[config.mk]
export PLATFORM = sky130hd
export DESIGN_NAME = goertzel_tone_power_unit
export DESIGN_NICKNAME = d
export VERILOG_FILES = /design/src/design/gtp_pkg.sv /design/src/design/gtp_dp.sv /design/src/design/gtp_ctrl.sv /design/src/design/goertzel_tone_power_unit.sv
export SDC_FILE = /design/constraint.sdc
export NUM_CORES = 2
export LEC_CHECK = 0
export BUFFER_PORTS_ARGS = -buffer_cell sky130_fd_sc_hd__buf_2
export CORE_AREA = 5 5 391 393
export CTS_CLUSTER_DIAMETER = 100
export DETAILED_ROUTE_END_ITERATION = 8
export DIE_AREA = 0 0 396 398
export PLACE_DENSITY = 0.66
export SLEW_MARGIN = 20
export SYNTH_ARGS = -nofsm -noshare
export SYNTH_HDL_FRONTEND = slang
export SYNTH_HIERARCHICAL = 1
export SYNTH_SLANG_ARGS = --single-unit
[constraint.sdc]
create_clock -name clock -period 33.9 [get_ports clock]
set_input_delay 0 -clock clock [delete_from_list [all_inputs] [get_ports clock]]
set_output_delay 0 -clock clock [all_outputs]
set_load 0.01 [all_outputs]
[src/design/gtp_pkg.sv]
// ----------------------------------------------------------------------------
// gtp_pkg
// Shared types and fixed constants of the Goertzel tone power unit.
// ----------------------------------------------------------------------------
package gtp_pkg;

   // Fixed field widths
   localparam int COEF_BITS  = 16;
   localparam int SHIFT_BITS = 6;
   localparam int POWER_BITS = 48;

   // Multiplier digit: the wide operand is multiplied by one digit per cycle
   localparam int DIGIT_BITS = 16;

   // Register indexes on the csr port
   localparam logic REG_COEF  = 1'b0;
   localparam logic REG_SHIFT = 1'b1;

   // Multiplicand select
   typedef enum logic [1:0] {
      ASEL_COEF,   // coefficient register
      ASEL_U,      // q1*2^F - c*q2, held from the first power pass
      ASEL_Q2F     // q2*2^F
   } asel_type;

   // Multiplier (digit source) select
   typedef enum logic {
      BSEL_Q1,
      BSEL_Q2
   } bsel_type;

   // Accumulator start value on the first digit
   typedef enum logic [1:0] {
      INIT_KEEP,   // keep running sum
      INIT_ZERO,
      INIT_ROUND,  // 2^(F-1), round half up
      INIT_Q1F     // q1*2^F
   } init_type;

   // Controller to datapath
   typedef struct packed {
      logic     capture;   // latch input beat
      logic     mac;       // one digit multiply-accumulate step
      asel_type a_sel;
      bsel_type b_sel;
      init_type init_sel;
      logic     sub;       // subtract partial product
      logic     rec_fin;   // finish recurrence, update delay line
      logic     load_u;    // hold accumulator as multiplicand
      logic     shift;     // scale block power
      logic     out_load;  // clamp power into output register, clear state
   } cmd_type;

   // Datapath to controller
   typedef struct packed {
      logic mac_last;   // current digit is the top one
      logic block_end;  // captured beat closes a block
      logic out_free;   // output register can take a result
   } status_type;

endpackage

[src/design/gtp_dp.sv]
// ----------------------------------------------------------------------------
// gtp_dp
// Datapath: delay line, digit-serial multiply-accumulate, power scaling,
// configuration registers and the output register.
// ----------------------------------------------------------------------------
module gtp_dp #(
   parameter int SAMPLE_BITS    = 16,
   parameter int COEF_FRAC_BITS = 14,
   parameter int STATE_BITS     = 40
) (
   input  logic                              clock,
   input  logic                              reset,
   input  gtp_pkg::cmd_type                  cmd,
   output gtp_pkg::status_type               status,
   input  logic [SAMPLE_BITS-1:0]            sample,
   input  logic                              block_end,
   input  logic                              csr_we,
   input  logic                              csr_addr,
   input  logic [gtp_pkg::COEF_BITS-1:0]     csr_wdata,
   output logic                              rsp_tvalid,
   input  logic                              rsp_tready,
   output logic [gtp_pkg::POWER_BITS-1:0]    power,
   output logic                              saturated
);
   import gtp_pkg::*;

   localparam int FW    = COEF_FRAC_BITS;
   localparam int MX    = (FW > COEF_BITS) ? FW : COEF_BITS;
   localparam int AW    = STATE_BITS + MX + 1;        // multiplicand width
   localparam int TW    = 2 * STATE_BITS + MX + 2;    // accumulator width
   localparam int ND    = (STATE_BITS + DIGIT_BITS - 1) / DIGIT_BITS;
   localparam int CNT_W = (ND > 1) ? $clog2(ND) : 1;
   localparam int BW    = ND * DIGIT_BITS;
   localparam int PW    = AW + DIGIT_BITS + 1;
   localparam int SH_W  = $clog2(FW + 64);

   localparam logic signed [TW-1:0] SMAX =
      {{(TW - STATE_BITS + 1){1'b0}}, {(STATE_BITS - 1){1'b1}}};
   localparam logic signed [TW-1:0] SMIN = ~SMAX;
   localparam logic signed [TW-1:0] PMAX =
      {{(TW - POWER_BITS){1'b0}}, {POWER_BITS{1'b1}}};
   localparam logic signed [TW-1:0] ROUND_C = TW'(1) << (FW - 1);

   logic signed [STATE_BITS-1:0]  q1_ff, q1_in, q2_ff, q2_in;
   logic                          ovf_ff, ovf_in;
   logic signed [SAMPLE_BITS-1:0] sample_ff;
   logic                          end_ff;
   logic signed [COEF_BITS-1:0]   coef_ff;
   logic [SHIFT_BITS-1:0]         pshift_ff;
   logic signed [AW-1:0]          u_ff;
   logic signed [TW-1:0]          acc_ff, acc_in;
   logic [CNT_W-1:0]              cnt_ff, cnt_in;
   logic [POWER_BITS-1:0]         power_ff, power_in;
   logic                          sat_ff, sat_in;
   logic                          out_valid_ff, out_valid_in;

   logic signed [AW-1:0]          opa;
   logic signed [STATE_BITS-1:0]  opb;
   logic signed [BW-1:0]          b_ext;
   logic [DIGIT_BITS-1:0]         slice;
   logic                          top;
   logic signed [DIGIT_BITS:0]    digit;
   logic signed [PW-1:0]          prod;
   logic signed [TW-1:0]          pp, init_val, base, mac_val;
   logic signed [TW-1:0]          rsum;
   logic signed [STATE_BITS-1:0]  q0;
   logic                          rec_hit;
   logic [SH_W-1:0]               sh;

   // digit-serial multiplier
   always_comb begin
      unique case (cmd.a_sel)
         ASEL_COEF: opa = AW'(coef_ff);
         ASEL_U:    opa = u_ff;
         ASEL_Q2F:  opa = AW'(q2_ff) <<< FW;
         default:   opa = '0;
      endcase
      opb   = (cmd.b_sel == BSEL_Q1) ? q1_ff : q2_ff;
      b_ext = BW'(opb);
      slice = b_ext[cnt_ff * DIGIT_BITS +: DIGIT_BITS];
      top   = (cnt_ff == CNT_W'(ND - 1));
      // lower digits unsigned, top digit carries the sign
      digit = signed'({top & slice[DIGIT_BITS-1], slice});
      prod  = opa * digit;
      pp    = TW'(prod) <<< (cnt_ff * DIGIT_BITS);
      unique case (cmd.init_sel)
         INIT_KEEP:  init_val = acc_ff;
         INIT_ZERO:  init_val = '0;
         INIT_ROUND: init_val = ROUND_C;
         INIT_Q1F:   init_val = TW'(q1_ff) <<< FW;
         default:    init_val = '0;
      endcase
      base    = (cnt_ff == '0) ? init_val : acc_ff;
      mac_val = cmd.sub ? (base - pp) : (base + pp);
   end

   // recurrence finish: round, subtract q2, add sample, saturate
   always_comb begin
      rsum    = (acc_ff >>> FW) - TW'(q2_ff) + TW'(sample_ff);
      rec_hit = 1'b0;
      if (rsum > SMAX) begin
         q0      = SMAX[STATE_BITS-1:0];
         rec_hit = 1'b1;
      end else if (rsum < SMIN) begin
         q0      = SMIN[STATE_BITS-1:0];
         rec_hit = 1'b1;
      end else begin
         q0 = rsum[STATE_BITS-1:0];
      end
   end

   always_comb begin
      sh = SH_W'(FW) + SH_W'(pshift_ff);

      acc_in = acc_ff;
      if (cmd.mac) begin
         acc_in = mac_val;
      end else if (cmd.shift) begin
         acc_in = acc_ff >>> sh;
      end

      cnt_in = cnt_ff;
      if (cmd.mac) begin
         cnt_in = top ? '0 : cnt_ff + CNT_W'(1);
      end

      q1_in  = q1_ff;
      q2_in  = q2_ff;
      ovf_in = ovf_ff;
      if (cmd.rec_fin) begin
         q2_in  = q1_ff;
         q1_in  = q0;
         ovf_in = ovf_ff | rec_hit;
      end else if (cmd.out_load) begin
         q1_in  = '0;
         q2_in  = '0;
         ovf_in = 1'b0;
      end

      // negative power clamps to zero without flagging
      if (acc_ff[TW-1]) begin
         power_in = '0;
         sat_in   = ovf_ff;
      end else if (acc_ff > PMAX) begin
         power_in = '1;
         sat_in   = 1'b1;
      end else begin
         power_in = acc_ff[POWER_BITS-1:0];
         sat_in   = ovf_ff;
      end

      out_valid_in = out_valid_ff;
      if (cmd.out_load) begin
         out_valid_in = 1'b1;
      end else if (rsp_tready) begin
         out_valid_in = 1'b0;
      end
   end

   always_ff @(posedge clock) begin
      if (reset) begin
         q1_ff        <= '0;
         q2_ff        <= '0;
         ovf_ff       <= 1'b0;
         cnt_ff       <= '0;
         out_valid_ff <= 1'b0;
         coef_ff      <= '0;
         pshift_ff    <= SHIFT_BITS'(16);
      end else begin
         q1_ff        <= q1_in;
         q2_ff        <= q2_in;
         ovf_ff       <= ovf_in;
         cnt_ff       <= cnt_in;
         out_valid_ff <= out_valid_in;
         if (csr_we) begin
            unique case (csr_addr)
               REG_COEF:  coef_ff   <= signed'(csr_wdata);
               REG_SHIFT: pshift_ff <= csr_wdata[SHIFT_BITS-1:0];
               default:   coef_ff   <= coef_ff;
            endcase
         end
      end
   end

   always_ff @(posedge clock) begin
      acc_ff <= acc_in;
      if (cmd.capture) begin
         sample_ff <= signed'(sample);
         end_ff    <= block_end;
      end
      if (cmd.load_u) begin
         u_ff <= acc_ff[AW-1:0];
      end
      if (cmd.out_load) begin
         power_ff <= power_in;
         sat_ff   <= sat_in;
      end
   end

   assign status.mac_last  = top;
   assign status.block_end = end_ff;
   assign status.out_free  = ~out_valid_ff | rsp_tready;

   assign rsp_tvalid = out_valid_ff;
   assign power      = power_ff;
   assign saturated  = sat_ff;

endmodule

[src/design/gtp_ctrl.sv]
// ----------------------------------------------------------------------------
// gtp_ctrl
// Sequencer: steps the datapath through the recurrence and the block power.
// ----------------------------------------------------------------------------
module gtp_ctrl (
   input  logic                clock,
   input  logic                reset,
   input  logic                req_tvalid,
   output logic                req_tready,
   input  gtp_pkg::status_type status,
   output gtp_pkg::cmd_type    cmd
);
   import gtp_pkg::*;

   typedef enum logic [3:0] {
      IDLE,
      REC_MAC,
      REC_FIN,
      U_MAC,
      U_LOAD,
      T1_MAC,
      T2_MAC,
      SHIFT,
      EMIT
   } state_type;

   state_type state_ff, state_in;
   logic      accept;

   always_comb begin
      cmd        = '0;
      state_in   = state_ff;
      req_tready = 1'b0;
      unique case (state_ff)
         IDLE: begin
            req_tready = 1'b1;
            if (req_tvalid) state_in = REC_MAC;
         end
         REC_MAC: begin
            cmd.mac      = 1'b1;
            cmd.a_sel    = ASEL_COEF;
            cmd.b_sel    = BSEL_Q1;
            cmd.init_sel = INIT_ROUND;
            if (status.mac_last) state_in = REC_FIN;
         end
         REC_FIN: begin
            // next beat overlaps the finish cycle inside a block
            cmd.rec_fin = 1'b1;
            req_tready  = ~status.block_end;
            priority if (status.block_end) begin
               state_in = U_MAC;
            end else if (req_tvalid) begin
               state_in = REC_MAC;
            end else begin
               state_in = IDLE;
            end
         end
         U_MAC: begin
            cmd.mac      = 1'b1;
            cmd.a_sel    = ASEL_COEF;
            cmd.b_sel    = BSEL_Q2;
            cmd.init_sel = INIT_Q1F;
            cmd.sub      = 1'b1;
            if (status.mac_last) state_in = U_LOAD;
         end
         U_LOAD: begin
            cmd.load_u = 1'b1;
            state_in   = T1_MAC;
         end
         T1_MAC: begin
            cmd.mac      = 1'b1;
            cmd.a_sel    = ASEL_U;
            cmd.b_sel    = BSEL_Q1;
            cmd.init_sel = INIT_ZERO;
            if (status.mac_last) state_in = T2_MAC;
         end
         T2_MAC: begin
            cmd.mac      = 1'b1;
            cmd.a_sel    = ASEL_Q2F;
            cmd.b_sel    = BSEL_Q2;
            cmd.init_sel = INIT_KEEP;
            if (status.mac_last) state_in = SHIFT;
         end
         SHIFT: begin
            cmd.shift = 1'b1;
            state_in  = EMIT;
         end
         EMIT: begin
            cmd.out_load = status.out_free;
            if (status.out_free) state_in = IDLE;
         end
         default: state_in = IDLE;
      endcase
      accept      = req_tvalid & req_tready;
      cmd.capture = accept;
   end

   always_ff @(posedge clock) begin
      if (reset) begin
         state_ff <= IDLE;
      end else begin
         state_ff <= state_in;
      end
   end

endmodule

[src/design/goertzel_tone_power_unit.sv]
// ----------------------------------------------------------------------------
// goertzel_tone_power_unit
// Single-bin Goertzel detector: recurrence per sample, block power at the end.
// ----------------------------------------------------------------------------
// Each sample steps c*q1 through the one shared 16-bit-digit multiplier, one
//   digit at a time, ND = ceil(STATE_BITS/16) digits (3 at defaults); inside a
//   block the next sample is taken while the previous one finishes. After a
//   block-end beat, power is three digit-serial products on the same multiplier.
// A finished result waits in the output register while new samples are taken.
// Reset (synchronous): delay line, overflow flag and handshake cleared,
//   coefficient = 0, power_shift = 16.
// ----------------------------------------------------------------------------
module goertzel_tone_power_unit #(
   parameter int SAMPLE_BITS    = 16,
   parameter int COEF_FRAC_BITS = 14,
   parameter int STATE_BITS     = 40
) (
   input  logic                                  clock,
   input  logic                                  reset,
   // input samples
   input  logic                                  req_tvalid,
   output logic                                  req_tready,
   input  logic [((SAMPLE_BITS+7)/8)*8-1:0]      req_tdata,   // [SAMPLE_BITS-1:0] sample
   input  logic                                  req_tlast,   // block_end
   // block power results
   output logic                                  rsp_tvalid,
   input  logic                                  rsp_tready,
   output logic [gtp_pkg::POWER_BITS-1:0]        rsp_tdata,   // [47:0] power
   output logic                                  rsp_tuser,   // [0] saturated
   // register writes: 0 = coefficient, 1 = power_shift
   input  logic                                  csr_we,
   input  logic                                  csr_addr,
   input  logic [gtp_pkg::COEF_BITS-1:0]         csr_wdata
);
   import gtp_pkg::*;

   cmd_type    cmd;
   status_type status;

   // Controller: sequences the digit steps of each product
   gtp_ctrl u_ctrl (
      .clock      (clock),
      .reset      (reset),
      .req_tvalid (req_tvalid),
      .req_tready (req_tready),
      .status     (status),
      .cmd        (cmd)
   );

   // Datapath: only the low SAMPLE_BITS of the beat carry the sample;
   // padding bits above are ignored.
   gtp_dp #(
      .SAMPLE_BITS    (SAMPLE_BITS),
      .COEF_FRAC_BITS (COEF_FRAC_BITS),
      .STATE_BITS     (STATE_BITS)
   ) u_dp (
      .clock      (clock),
      .reset      (reset),
      .cmd        (cmd),
      .status     (status),
      .sample     (req_tdata[SAMPLE_BITS-1:0]),
      .block_end  (req_tlast),
      .csr_we     (csr_we),
      .csr_addr   (csr_addr),
      .csr_wdata  (csr_wdata),
      .rsp_tvalid (rsp_tvalid),
      .rsp_tready (rsp_tready),
      .power      (rsp_tdata),
      .saturated  (rsp_tuser)
   );

endmodule

# --- After elaboration in Yosys (flattened, before gate mapping) ---
# Cells that the tools add are included.
totals:
  register_bits: 331
  input_bits: 39
  output_inout_bits: 51
  elab_cells: 102
op_classes:
  add_sub_neg: 6
  multipliers: 1
  magnitude_cmp: 3
  eq_ne: 20
  shift: 3
  mux: 38
  bitwise_logic: 7
  reduce_logical: 10
op_table:
  columns: ["cell", "count"]
  rows:
  - ["98-bit two-way mux", 4]
  - ["98-bit case mux with 4 select lines", 1]
  - ["40-bit two-way mux", 6]
  - ["57-bit case mux with 3 select lines", 1]
  - ["98-bit adder", 1]
  - ["98-bit by 40-bit greater-than comparator with 1-bit output (second input constant)", 1]
  - ["98-bit by 49-bit greater-than comparator with 1-bit output (second input constant)", 1]
  - ["98-bit by 40-bit less-than comparator with 1-bit output (second input constant)", 1]
  - ["74-bit by 6-bit <<< shifter with 98-bit output", 1]
  - ["98-bit by 7-bit >>> shifter with 98-bit output", 1]
  - ["98-bit subtractor", 1]
  - ["85-bit by 16-bit adder with 86-bit output", 1]
  - ["84-bit by 40-bit subtractor with 85-bit output", 1]
  - ["57-bit by 17-bit multiplier with 74-bit output", 1]
  - ["48-bit two-way mux", 1]
  - ["48-bit by 7-bit indexed part select with 16-bit output", 1]
  - ["4-bit case mux with 9 select lines", 1]
  - ["4-bit two-way mux", 6]
  - ["6-bit case mux with 4 select lines", 1]
  - ["4-bit by 3-bit equality test with 1-bit output (second input constant)", 4]
  - ["1-bit two-way mux", 14]
  - ["2-bit by 1-bit inequality test with 1-bit output (second input constant)", 5]
  - ["2-bit equality test (second input constant)", 4]
  - ["4-bit by 2-bit equality test with 1-bit output (second input constant)", 2]
  - ["other kinds (16)", 27]

# --- Logic depth before layout (Yosys ltp) ---
depth:
  depth_word: 10
  ltp_mapped: 57
  mapped_depth_nobuf: 49

# --- By module ---
# Netlist, hierarchy kept.
modules_own_cells:
  columns: ["mod", "instances", "cells_per_inst", "area_per_inst_um2", "seq_area_each_um2"]
  rows:
  - ["gtp_dp", 1, 9274, 73432.9, 8758.4]
  - ["gtp_ctrl", 1, 52, 417.9, 80.1]

# --- Worst setup path after synthesis ---
# No wires, ideal clock.
synth_timing:
  kind: "register -> register"
  start: "register u_dp.q2_ff[39]"
  end: "register u_dp.acc_ff[90] (data pin)"
  setup_ps: 271
  arrival_ps: 14213
  required_time_ps: 33629
  slack_ps: 19416
  path_stages_with_launch: 51
  path_buffers: 5
  period_less_slack_ps: 14484
  cell_sequence: "dfxtp_1 mux2_2 nor2b_1 clkbuf_1 clkinv_1 clkbuf_1 o21ai_1 clkbuf_1 nand2_1 fa_1 inv_1 fa_1 inv_1 fa_1 inv_1 fa_1 fa_1 inv_1 [15 not listed] nor2b_1 a21oi_1 xnor2_1 ha_1 clkbuf_1 a21o_1 a21o_1 a21o_1 a21o_1 a21o_1 nor3b_1 a21o_1 o21ai_0 o211a_1 a311o_1 a221o_1 a41oi_1 o22ai_1"
synth_via:
  elab_chain_len: 8
  word_cells_on_any_way: 10
  classes_between: "2 x add/sub; 1 x mul; 2 x shift; 4 x mux; 1 x bitwise"
synth_lines:
  columns: ["item", "line", "rtl"]
  rows:
  - ["start, declared", "gtp_dp.sv:44", "logic signed [STATE_BITS-1:0] q1_ff, q1_in, q2_ff, q2_in;"]
  - ["start signal, assigned", "gtp_dp.sv:171", "q2_ff <= q2_in;"]
  - ["40-bit two-way mux", "gtp_dp.sv:78", "opb = (cmd.b_sel == BSEL_Q1) ? q1_ff : q2_ff;"]
  - ["48-bit by 7-bit indexed part select with 16-bit output", "gtp_dp.sv:80", "slice = b_ext[cnt_ff * DIGIT_BITS +: DIGIT_BITS];"]
  - ["1-bit bitwise AND", "gtp_dp.sv:83", "digit = signed'({top & slice[DIGIT_BITS-1], slice});"]
  - ["57-bit by 17-bit multiplier with 74-bit output *", "gtp_dp.sv:84", "prod = opa * digit;"]
  - ["74-bit by 6-bit <<< shifter with 98-bit output *", "gtp_dp.sv:85", "pp = TW'(prod) <<< (cnt_ff * DIGIT_BITS);"]
  - ["98-bit adder or 98-bit subtractor (tied branches)", "gtp_dp.sv:94", "mac_val = cmd.sub ? (base - pp) : (base + pp);"]
  - ["98-bit two-way mux *", "gtp_dp.sv:94", null]
  - ["98-bit two-way mux *", "gtp_dp.sv:116", "if (cmd.mac) begin"]
  - ["named net u_dp.acc_in[90]", "gtp_dp.sv:51", "logic signed [TW-1:0] acc_ff, acc_in;"]
  - ["end signal, assigned", "gtp_dp.sv:186", "acc_ff <= acc_in;"]
  - ["end, declared", "gtp_dp.sv:51", null]
# Mark *: on every way through the listed nets, which the timed path passes. The rest lies on a longest branch.
# A chain may end at the register's enable or synchronous reset.

==> impl_metrics.tcl <==
set metrics [dict create \
    multi_input_area_sq_um 58200 \
    clkTransAtPathRegs_ns 0.06 \
    clock-sinks 331 \
    finalWirelength_mm 316 \
    place_ws_ns 18.30 \
    fin_crit_sh 0.471 \
    slew_headroom 0.165 \
    die_h_um 398 \
    synth_seq_area_share 0.120 \
    layout_commonest_cell "inv_1" \
    rows 142 \
    fillCellCount 14300 \
    synth_edf_count 221 \
    crit_path_top_delay_cell "fa_1" \
    synth_cell_types 122 \
    ctsResizeCount 0 \
    vdd_ir_drop_max_mv 0.0734 \
    ys_seq_elements 331 \
    synthFlopType "edfxtp_1" \
    numCtsBuffers 41 \
    postCtsHoldBufs 56 \
    grt_max_degree 86 \
    grt_pass1_vias 69600 \
    finalSetupViolCount 0 \
    io_buffers 89 \
    final_cell_mix "1331 x inv_1, 1302 x nand2_1, 981 x fa_1, 892 x nor2_1, 723 x a21oi_1" \
    avgSynthCellArea_sq_um 7.92 \
    cts_setup_buffers 0 \
    syn_nets 10700 \
    drv_slew 0 \
    drive_gt1_frac 0.0681 \
    tightest_slew_ns 1.25 \
    dr.pass1.iters 7 \
    rsz0062_at_grt "false" \
    synthArstFlopShare 0 \
    startpoint_type "flop" \
    wl_per_cell_um 28.5 \
    cp-end-kind "flop" \
    area_delta_synth_final_pct 5.80 \
    drv_cap 0 \
    hold_viol_final 0 \
    synth_top_family_by_area "adder cells" \
    gp_congestion 1.07 \
    required_ns 34.20 \
    nets 10500 \
    syn_inst 9326 \
    antenna_found_initial 16 \
    drt-vias-per-instance 6.47 \
    clock.fmax_mhz 62.7 \
    fp.dieW_um 396 \
    fin_skew_ns 0.0485 \
    clockBufferDepth 3 \
    fin_tns_setup_ns 0 \
    hold_class "primary input to flop" \
    crit_type "flop to flop" \
    ant_nets 0 \
    grt_pass1_wl_mm 464 \
    grt-ovfl-total 0 \
    slowest_delay_ns 1.05 \
    vias 71700 \
    clockRootBuffer "clkbuf_16" \
    arrival_ns 16.26 \
    drt_iter0_markers 8932 \
    leakage_nw 35.4 \
    synth-simple-area-share 0.182 \
    synthMuxAreaShare 0.0492 \
    start_util 0.495 \
    drc 0 \
    gr-usage-all-layers 0.393 \
    synth_xor_area_frac 0.0366 \
    crit_top_cell "a21oi_1" \
    synthesis.area_sq_um 73900 \
    dp_hpwl_mm 252 \
    ys_warn_count 6 \
    layout_min_cycle_time_ns 15.96 \
    power.density_nw_per_um2 72.8 \
    htreeDepth 2 \
    clock_latency_ns 0.60 \
    setup_ws_ns 17.94 \
    synth_adder_area_share 0.326 \
    crit_fanout 70 \
    cts_tree "yes" \
    synth_compound_area_frac 0.188 \
    status "finished, final reports clean" \
    core_sq_um 149000 \
    boundaryPins 90 \
    seqCellArea_sq_um 8860 \
    fp.dieArea_sq_um 158000 \
]
## through the flow
stage	cell area (sq um)	hold WS [ns]	power, W	instances	util
detailed placement	76200	0.178	0.00501	10900	0.511
finish	78100	0.112	0.00569	11100	0.524
global route	78100	0.114	0.00599	11100	0.524
CTS	78100	0.0889	0.00551	11100	0.524
floorplan	73900	0.0724	0.00361	9326	-
global placement	76100	0.177	0.00500	10900	0.510
## layer usage
| layer | part of all wire | track usage |
|---|---|---|
| met1 | 0.38 | 0.514 |
| met2 | 0.44 | 0.612 |
| met3 | 0.11 | 0.0762 |
| met4 | 0.076 | 0.229 |
| met5 | 0.00016 | 0 |
## cells by family after synthesis
| family | after synthesis |
|---|---|
| AO/OA/AOI/OAI | 2157 |
| XOR/XNOR | 308 |
| flip-flops | 331 |
| AND/OR/NAND/NOR | 3022 |
| multiplexers | 253 |
| adder cells (fa/ha/maj) | 1334 |
| buffers and inverters | 1921 |
## final timing paths
path,from,to,slack [ns],depth (start not counted)
worst max-delay path,u_ctrl/state_ff[2]$_SDFFE_PP0P_,u_dp/acc_ff[96]$_DFFE_PN_,17.94,45
worst min-delay path,req_tdata[4],u_dp/sample_ff[4]$_DFFE_PP_,0.11,2
worst max register to register,u_ctrl/state_ff[2]$_SDFFE_PP0P_,u_dp/acc_ff[96]$_DFFE_PN_,17.94,45
worst min register to register,u_dp/coef_ff[11]$_SDFFE_PP0P_,u_dp/coef_ff[11]$_SDFFE_PP0P_,0.46,2
## where the power goes
group | total (W) | internal, W | switching, W
Sequential | 0.000693 | 0.000539 | 0.000154
Combinational | 0.00453 | 0.00155 | 0.00298
Clock | 0.000465 | 0.000270 | 0.000196
## worst max-delay path: cells and delay by family (launching register included)
family / cells / cell delay (ns)
simple gates: 13 / 3.87
flops: 1 / 0.73
fa+ha+maj: 7 / 4.06
xor+xnor: 2 / 0.43
buf+inv: 6 / 1.24
compound gates: 17 / 5.21
## cell usage after synthesis (all sizes together) (54+ instances only)
| cell | instances | area (sq um) |
|---|---|---|
| nor2 | 902 | 3390 |
| a31oi | 83 | 526 |
| and2 | 74 | 463 |
| buf | 95 | 435 |
| nand2 | 1304 | 4900 |
| a211oi | 125 | 973 |
| mux4 | 86 | 1940 |
| mux2i | 146 | 1460 |
| fa | 981 | 19600 |
| o211ai | 69 | 523 |
| a21oi | 731 | 3680 |
| edfxtp | 221 | 6640 |
| a21o | 202 | 1520 |
| xor2 | 133 | 1170 |
| inv | 1335 | 5010 |
| clkbuf | 489 | 1840 |
| xnor2 | 175 | 1530 |
| nand4 | 106 | 663 |
| o21ai | 428 | 2160 |
| nand3 | 100 | 500 |
| o21bai | 54 | 409 |
| ha | 353 | 4420 |
| nor3 | 169 | 872 |
| dfxtp | 110 | 2200 |
| o21a | 73 | 548 |
## cell type report
cell class / instances / share of cell area
multi-input cells: 7074 / 0.744
flip-flops and latches: 331 / 0.113
inverters: 1337 / 0.0643
well taps: 1944 / 0.0311
repair buffers: 311 / 0.0290
clock buffers: 57 / 0.0153
clock inverters: 18 / 0.00251
diodes: 3 / 0.0000961
## state kept, by name, indices dropped and copies added (netlist names)
name and flops:
u_dp/pshift_ff 6, u_dp/coef_ff 16, u_dp/power 48, u_dp/ovf_ff 1
u_ctrl/state_ff 4, u_dp/sample_ff 16, u_dp/cnt_ff 2, u_dp/q1_ff 40
u_dp/u_ff 57, u_dp/saturated 1, u_dp/end_ff 1, u_dp/rsp_tvalid 1
u_dp/q2_ff 40, u_dp/acc_ff 98
(Power assumes the default switching activity.)
